## config.mk

```make
export PLATFORM = sky130hd
export DESIGN_NAME = sibt_ctrl
export DESIGN_NICKNAME = d
export VERILOG_FILES = /design/src/rtl/sibt_pkg.sv /design/src/rtl/sibt_ctrl.sv
export SDC_FILE = /design/constraint.sdc
export NUM_CORES = 1
export LEC_CHECK = 0
export ABC_AREA = 1
export BUFFER_PORTS_ARGS = -buffer_cell sky130_fd_sc_hd__buf_2
export CAP_MARGIN = 10
export CORE_MARGIN = 2
export CORE_UTILIZATION = 41
export CTS_BUF_LIST = sky130_fd_sc_hd__clkbuf_4 sky130_fd_sc_hd__clkbuf_8
export DETAILED_ROUTE_END_ITERATION = 10
export MAX_ROUTING_LAYER = met4
export PLACE_DENSITY = 0.79
export SLEW_MARGIN = 5
export SYNTH_ARGS = -nofsm -noshare
export SYNTH_HDL_FRONTEND = slang
export SYNTH_SLANG_ARGS = --single-unit
```

## constraint.sdc

```tcl
create_clock -name clk -period 1.25 [get_ports clk]
set_clock_uncertainty 0.1 [all_clocks]
set_input_delay 0.1875 -clock clk [delete_from_list [all_inputs] [get_ports clk]]
set_output_delay 0.1875 -clock clk [all_outputs]
set_load 0.02 [all_outputs]
```

## src/rtl/sibt_pkg.sv

```systemverilog
`default_nettype none
package sibt_pkg;

  // Table sizing
  localparam int MAX_CHUNKS = 1024;
  localparam int DEPTH      = MAX_CHUNKS + 2;
  localparam int IDX_W      = $clog2(DEPTH);

  // Chunk type codes
  localparam logic [15:0] TYPE_RAW  = 16'hcac1;
  localparam logic [15:0] TYPE_FILL = 16'hcac2;
  localparam logic [15:0] TYPE_HOLE = 16'hcac3;
  localparam logic [15:0] TYPE_CSUM = 16'hcac4;

  // Limits
  localparam logic [24:0] BS_MAX  = 25'(16 << 20);
  localparam logic [22:0] HDR_MAX = 23'(4 << 20);
  localparam logic [15:0] CHS_MIN = 16'd12;
  localparam logic [15:0] FCO_MIN = 16'd28;

  // Opcodes
  localparam logic [1:0] OP_HDR    = 2'd0;
  localparam logic [1:0] OP_FINISH = 2'd1;
  localparam logic [1:0] OP_READ   = 2'd2;

  // Result status codes
  localparam logic [3:0] ST_OK        = 4'd0;
  localparam logic [3:0] ST_SHORT     = 4'd1;
  localparam logic [3:0] ST_TRUNC     = 4'd2;
  localparam logic [3:0] ST_OVERSIZE  = 4'd3;
  localparam logic [3:0] ST_BAD_CSUM  = 4'd4;
  localparam logic [3:0] ST_EMPTY     = 4'd5;
  localparam logic [3:0] ST_BAD_RAW   = 4'd6;
  localparam logic [3:0] ST_BAD_FILL  = 4'd7;
  localparam logic [3:0] ST_BAD_HOLE  = 4'd8;
  localparam logic [3:0] ST_UNKNOWN   = 4'd9;
  localparam logic [3:0] ST_FULL      = 4'd10;
  localparam logic [3:0] ST_RANGE     = 4'd11;
  localparam logic [3:0] ST_NOT_READY = 4'd12;

  // Source kinds
  localparam logic [1:0] K_ZERO = 2'd0;
  localparam logic [1:0] K_FILL = 2'd1;
  localparam logic [1:0] K_FILE = 2'd2;

  // Load phases
  localparam logic [1:0] PH_IDLE  = 2'd0;
  localparam logic [1:0] PH_LOAD  = 2'd1;
  localparam logic [1:0] PH_READY = 2'd2;
  localparam logic [1:0] PH_FAIL  = 2'd3;

  // Configuration register indexes
  localparam logic [2:0] REG_BS  = 3'd0;
  localparam logic [2:0] REG_TB  = 3'd1;
  localparam logic [2:0] REG_CHS = 3'd2;
  localparam logic [2:0] REG_FCO = 3'd3;
  localparam logic [2:0] REG_FS  = 3'd4;

  // Table read address selects
  localparam logic [2:0] RD_CACHED  = 3'd0;
  localparam logic [2:0] RD_CACHED1 = 3'd1;
  localparam logic [2:0] RD_MID     = 3'd2;
  localparam logic [2:0] RD_NR      = 3'd3;
  localparam logic [2:0] RD_NR1     = 3'd4;

  typedef struct packed {
    logic [1:0]  kind;
    logic [47:0] doff;
    logic [31:0] first;
    logic [31:0] fill;
  } sibt_entry_t;

  typedef struct packed {
    logic       load_in;
    logic       start;
    logic       hdr_mul;
    logic       hdr_eval;
    logic       fin_tail;
    logic       fin_end;
    logic       res_set;
    logic [3:0] res_code;
    logic       div_start;
    logic       div_step;
    logic [2:0] rd_sel;
    logic       lo_latch;
    logic       srch_init;
    logic       srch_step;
    logic       srch_pick;
    logic       hit_pick;
    logic       ent_latch;
    logic       hi_mul;
    logic       end_mul;
    logic       rd_final;
  } sibt_cmd_t;

  typedef struct packed {
    logic [1:0] op;
    logic [1:0] phase;
    logic       cfg_bad;
    logic       rng_bad;
    logic       len_zero;
    logic       div_last;
    logic       cache_hit;
    logic       srch_more;
  } sibt_stat_t;

endpackage
`default_nettype wire

```

## src/rtl/sibt_ctrl.sv

```systemverilog
`default_nettype none
module sibt_ctrl import sibt_pkg::*; (
  input  wire logic       clk,
  input  wire logic       rst,
  input  wire logic       in_valid,
  output logic            in_stall,
  output logic            out_valid,
  input  wire logic       out_stall,
  input  wire sibt_stat_t st,
  output sibt_cmd_t       cmd
);

  localparam logic [4:0] S_IDLE  = 5'd0;
  localparam logic [4:0] S_DISP  = 5'd1;
  localparam logic [4:0] S_START = 5'd2;
  localparam logic [4:0] S_HMUL  = 5'd3;
  localparam logic [4:0] S_HEVAL = 5'd4;
  localparam logic [4:0] S_FIN1  = 5'd5;
  localparam logic [4:0] S_FIN2  = 5'd6;
  localparam logic [4:0] S_DIV   = 5'd7;
  localparam logic [4:0] S_CA    = 5'd8;
  localparam logic [4:0] S_CB    = 5'd9;
  localparam logic [4:0] S_CC    = 5'd10;
  localparam logic [4:0] S_SRCH  = 5'd11;
  localparam logic [4:0] S_SCMP  = 5'd12;
  localparam logic [4:0] S_FETCH = 5'd13;
  localparam logic [4:0] S_F1    = 5'd14;
  localparam logic [4:0] S_F2    = 5'd15;
  localparam logic [4:0] S_F3    = 5'd16;
  localparam logic [4:0] S_F4    = 5'd17;
  localparam logic [4:0] S_OUT   = 5'd18;

  logic [4:0] state, state_next;

  assign in_stall  = (state != S_IDLE);
  assign out_valid = (state == S_OUT);

  // Next state and commands
  always_comb begin
    state_next = state;
    cmd = '0;
    cmd.rd_sel = RD_CACHED;
    unique case (state)
      S_IDLE: begin
        if (in_valid) begin
          cmd.load_in = 1'b1;
          state_next = S_DISP;
        end
      end
      S_DISP: begin
        if (st.op == OP_HDR || st.op == OP_FINISH) begin
          if (st.phase == PH_IDLE) begin
            state_next = S_START;
          end else if (st.phase == PH_LOAD) begin
            state_next = (st.op == OP_HDR) ? S_HMUL : S_FIN1;
          end else begin
            cmd.res_set = 1'b1;
            cmd.res_code = ST_NOT_READY;
            state_next = S_OUT;
          end
        end else if (st.op == OP_READ && st.phase == PH_READY) begin
          if (st.rng_bad) begin
            cmd.res_set = 1'b1;
            cmd.res_code = ST_RANGE;
            state_next = S_OUT;
          end else if (st.len_zero) begin
            cmd.res_set = 1'b1;
            cmd.res_code = ST_OK;
            state_next = S_OUT;
          end else begin
            cmd.div_start = 1'b1;
            state_next = S_DIV;
          end
        end else begin
          cmd.res_set = 1'b1;
          cmd.res_code = ST_NOT_READY;
          state_next = S_OUT;
        end
      end
      S_START: begin
        cmd.start = 1'b1;
        if (st.cfg_bad) begin
          cmd.res_set = 1'b1;
          cmd.res_code = ST_NOT_READY;
          state_next = S_OUT;
        end else begin
          state_next = (st.op == OP_HDR) ? S_HMUL : S_FIN1;
        end
      end
      S_HMUL: begin
        cmd.hdr_mul = 1'b1;
        state_next = S_HEVAL;
      end
      S_HEVAL: begin
        cmd.hdr_eval = 1'b1;
        state_next = S_OUT;
      end
      S_FIN1: begin
        cmd.fin_tail = 1'b1;
        state_next = S_FIN2;
      end
      S_FIN2: begin
        cmd.fin_end = 1'b1;
        cmd.res_set = 1'b1;
        cmd.res_code = ST_OK;
        state_next = S_OUT;
      end
      S_DIV: begin
        cmd.div_step = 1'b1;
        if (st.div_last) state_next = S_CA;
      end
      S_CA: begin
        cmd.rd_sel = RD_CACHED;
        state_next = S_CB;
      end
      S_CB: begin
        cmd.lo_latch = 1'b1;
        cmd.rd_sel = RD_CACHED1;
        state_next = S_CC;
      end
      S_CC: begin
        if (st.cache_hit) begin
          cmd.hit_pick = 1'b1;
          state_next = S_FETCH;
        end else begin
          cmd.srch_init = 1'b1;
          state_next = S_SRCH;
        end
      end
      S_SRCH: begin
        cmd.rd_sel = RD_MID;
        if (st.srch_more) begin
          state_next = S_SCMP;
        end else begin
          cmd.srch_pick = 1'b1;
          state_next = S_FETCH;
        end
      end
      S_SCMP: begin
        cmd.srch_step = 1'b1;
        state_next = S_SRCH;
      end
      S_FETCH: begin
        cmd.rd_sel = RD_NR;
        state_next = S_F1;
      end
      S_F1: begin
        cmd.ent_latch = 1'b1;
        cmd.rd_sel = RD_NR1;
        state_next = S_F2;
      end
      S_F2: begin
        cmd.hi_mul = 1'b1;
        state_next = S_F3;
      end
      S_F3: begin
        cmd.end_mul = 1'b1;
        state_next = S_F4;
      end
      S_F4: begin
        cmd.rd_final = 1'b1;
        state_next = S_OUT;
      end
      S_OUT: begin
        if (!out_stall) state_next = S_IDLE;
      end
      default: state_next = S_IDLE;
    endcase
  end

  always_ff @(posedge clk) begin
    if (rst) begin
      state <= S_IDLE;
    end else begin
      state <= state_next;
    end
  end

endmodule
`default_nettype wire

```

==> results of run 1 <==
[metrics by stage]
| stage | setup WS, ns | cell area (um^2) | std cells | setup TNS, ns | hold WS [ns] |
|---|---|---|---|---|---|
| 2_1_floorplan | -0.304 | 880 | 146 | -1.36 | 0.147 |
| 3_3_place_gp | -0.229 | 1320 | 240 | -3.46 | 0.285 |
| 3_5_place_dp | -0.249 | 1320 | 240 | -4.27 | 0.295 |
[cells in the mapped netlist]
library cell and instances:
nand2_2 3, nand3_1 13, dfxtp_1 5, buf_6 1
o21ai_1 1, inv_2 4, inv_1 27, nor2_4 2
nor2_1 32, nand3b_1 2, buf_4 2, nor2_2 5
nand4_1 5, nor3_1 2, nand2_1 34, a21oi_1 6
o211ai_1 2
[cell families after synthesis]
logic type / Yosys count / synth area share [%]
buf+inv: 34 / 19.4
flops: 5 / 13.6
simple gates: 98 / 60.1
compound gates: 9 / 6.81
==> flow_summary.toml, run 1 <==
[run_status]
error_message = "[ERROR DPL-0038] Utilization greater than 100%, impossible to legalize"
haltStage = "clock tree synthesis"
status = "did not finish"

[yosys]
synth_top_area_share_pct = 17.4
ys_warn_count = 0
yosysSeqAreaShare_pct = 13.6
synth_fp_nets = 160
synth-seq-cells = 5
syn_avg_cell_area_um2 = 5.03
synth_cell_type_count = 17
synth_top_cell_by_area = "nand2_1"
yosys-top-cells-area = "nand2_1 17%, nor2_1 16%, inv_1 14%"
synth_area_um2 = 734
syn_inst = 146

[floorplanning]
die_y_um = 46.3
placementRows = 15
initial_utilization_pct = 43.0
die_w_um = 46.3
top_level_ports = 41

[place]
dp_hpwl_um = 2410
port_buffers = 40
globalplace.congestion = 0.963

[cts]
cts_resized = 83
cts_hold_buf = 0
clock-sinks = 5
cts_buffers = 3
clk_path_buf_depth = 2
cts_max_level = 1
root_buffer = "clkbuf_4"
cts_setup_buffers = 10
==> run 2: changes to the inputs <==
CORE_AREA = 2 2 63 65   (was default)
CORE_MARGIN = default   (was 2)
CORE_UTILIZATION = default   (was 41)
CTS_BUF_LIST = default   (was sky130_fd_sc_hd__clkbuf_4 sky130_fd_sc_hd__clkbuf_8)
DIE_AREA = 0 0 65 67   (was default)
MAX_ROUTING_LAYER = default   (was met4)
PLACE_DENSITY = default   (was 0.79)
PLACE_DENSITY_LB_ADDON = 0.15   (was default)
clock period = 1.6 ns   (was 1.25 ns; I/O delays follow)
==> run 2 against run 1 <==
The flow now finishes, with violations (negative setup slack). Area after synthesis unchanged. Synthesized cell count unchanged.
==> flow_summary.toml, run 2 <==
[run_status]
status = "finished, violations left"
violations = "negative setup slack"

[sta]
rsz0062_at_grt = "true"
post-route-min-period_ns = 1.66
max_slew_margin_pct = 82.5
maxSlewViolCount = 0
period_share_pct = 104
hold_viol = 0
setup_viol = 7
clock.fmax_mhz = 601
max_slew.worst_pin.slew_ns = 0.262
fin_ws_ns = -0.0627

[yosys]
ys_warn_count = 0
yosysMostFrequentCell = "nand2_1"
yosys-top-cells-area = "nand2_1 17%, nor2_1 16%, inv_1 14%"
yosysSeqAreaShare_pct = 13.6
async_reset_ff_share_pct = 0
synth_common_cells = "34 x nand2_1, 32 x nor2_1, 27 x inv_1, 13 x nand3_1, 6 x a21oi_1"
synth_fp_nets = 160
synth_ff_type = "dfxtp_1"
synth_top_area_share_pct = 17.4
synth_top_cell_by_area = "nand2_1"
synth_enable_flop_cells = 0
synth_area_um2 = 734
syn_avg_cell_area_um2 = 5.03
syn_inst = 146
synth-seq-cells = 5
synth_cell_type_count = 17

[cells_and_area]
layout.nets = 228
reg.largest.list = "state (5)"
fin_util_pct = 40.4
syn_to_final_growth_pct = 98.1
diodes = 0
top_register = "state"
fill_cells = 400
final_cell_mix = "27 x buf_4, 26 x nand2_1, 24 x buf_2, 22 x nor2_1, 22 x inv_1"
drive_gt1_share_pct = 54.0
largest_register_ff_count = 5
finalInstanceArea_um2 = 1460
final_common_cell = "buf_4"

[power_and_ir_drop]
fin_total_pwr_w = 0.00183
p_per_area_nw_per_um2 = 1260
ir_drop_mv = 0.639
leakage_nw = 0.844

[routing]
viasPerCell = 4.30
wl_um = 2920
top_layer = "met4"
drtAntennaViolNets = 0
wl_met3_um = 168
wl_met1_um = 1270
drt_iter0_drc = 48
vias = 1121
first_pass_iters = 4
wl_met2_um = 1370
drc = 0
wl_per_cell_um = 11.2

[floorplanning]
coreArea_um2 = 3610
dieArea_um2 = 4360
placementRows = 22
top_level_ports = 41
die_w_um = 65
initial_utilization_pct = 20.4
die_y_um = 67

[cts]
cts_max_level = 1
cts.clk_slew.worst_paths_ns = 0.04
cts_hold_buf = 0
root_buffer = "clkbuf_8"
clk_latency_ns = 0.23
cts_buffers = 3
cts_tree = "done"
clock-sinks = 5
clk_path_buf_depth = 2

[worst_setup_path]
crit_required_ns = 1.26
cp_data_arrival_time_ns = 1.32
worstSetupStartpointType = "flop"
worstSetupPathType = "flop to output port"
worst_setup_path_end_kind = "output port"
path_max_fanout = 4

[global_route]
antenna_found_initial = 0
grtUsageTotal_pct = 14.4
grt_pass1_vias = 1071
gr-total-overflow = 0
grt_start_max_net_pins = 11
grt_pass1_wl_um = 4760

[place]
globalplace.congestion = 0.880
dp_hpwl_um = 2340
port_buffers = 40
postPlaceCellArea_um2 = 1110

[worst_hold_path]
hold_class = "primary input to flop"

[run]
maxCapViolCount = 0
==> run 2: cell counts after synthesis <==
Identical to the previous run, type by type.
==> run 2: repair_timing <==
item	in CTS	in global routing
buffers inserted	7	2
resized for setup	44	35
pin swaps	6	6
setup endpoints to repair	24	27
==> run 2: path summary, 6_finish.rpt <==
check | to | from | slack, ns | cells after the start
min reg2reg | state[3]$_SDFFE_PP0P_ | state[3]$_SDFFE_PP0P_ | 0.68 | 5
min | state[2]$_SDFFE_PP0P_ | rst | 0.13 | 2
max reg2reg | state[1]$_SDFFE_PP0P_ | state[0]$_SDFFE_PP0P_ | 0.07 | 11
max | cmd[17] | state[0]$_SDFFE_PP0P_ | -0.06 | 7
==> run 2: cell type report <==
cell class	count	area [um^2]	area share (%)
well taps	48	60.1	4.13
inverters	31	126	8.68
flip-flops and latches	5	119	8.17
multi-input cells	107	613	42.1
clock buffers	4	45.0	3.10
repair buffers	66	492	33.8
==> run 2: report_power, final <==
part	internal, W	total [W]	switching, W
Clock	0.000172	0.000244	0.0000719
Combinational	0.000573	0.00132	0.000752
Sequential	0.000180	0.000258	0.0000779
Total	0.000925	0.00183	0.000902
==> run 2: metrics by stage <==
| step | setup TNS, ns | cells | hold slack (ns) | setup WS, ns |
|---|---|---|---|---|
| 2_1_floorplan | -0.0239 | 146 | 0.209 | -0.0239 |
| 3_3_place_gp | -0.0502 | 248 | 0.379 | -0.0502 |
| 3_5_place_dp | -0.00772 | 248 | 0.375 | -0.00772 |
| 4_1_cts | -0.239 | 259 | 0.129 | -0.105 |
| 5_1_grt | -1.33 | 261 | 0.139 | -0.156 |
| 6_report | -0.147 | 261 | 0.125 | -0.0627 |
==> run 2: kinds of logic after synthesis <==
logic type | count (synthesis) | share of synthesized area (%)
compound gates | 9 | 6.81
flops | 5 | 13.6
simple gates | 98 | 60.1
buf+inv | 34 | 19.4
==> run 2: critical path, stage by stage (launching register included) <==
cell      delay, ns
dfxtp_4        0.37
inv_4          0.05
nor2_4         0.12
nand3_4        0.11
inv_2          0.08
nand2_2        0.05
o211ai_1       0.15
buf_4          0.16
==> run 2: layer usage <==
layer | global-route usage, % | vias up
met1 | 17.4 | 492
li1 | - | 586
met3 | 1.69 | 9
met4 | 8.78 | 0
met2 | 24.5 | 34
met5 | 0 | -
Note: power is estimated with default switching activity, not from simulation.
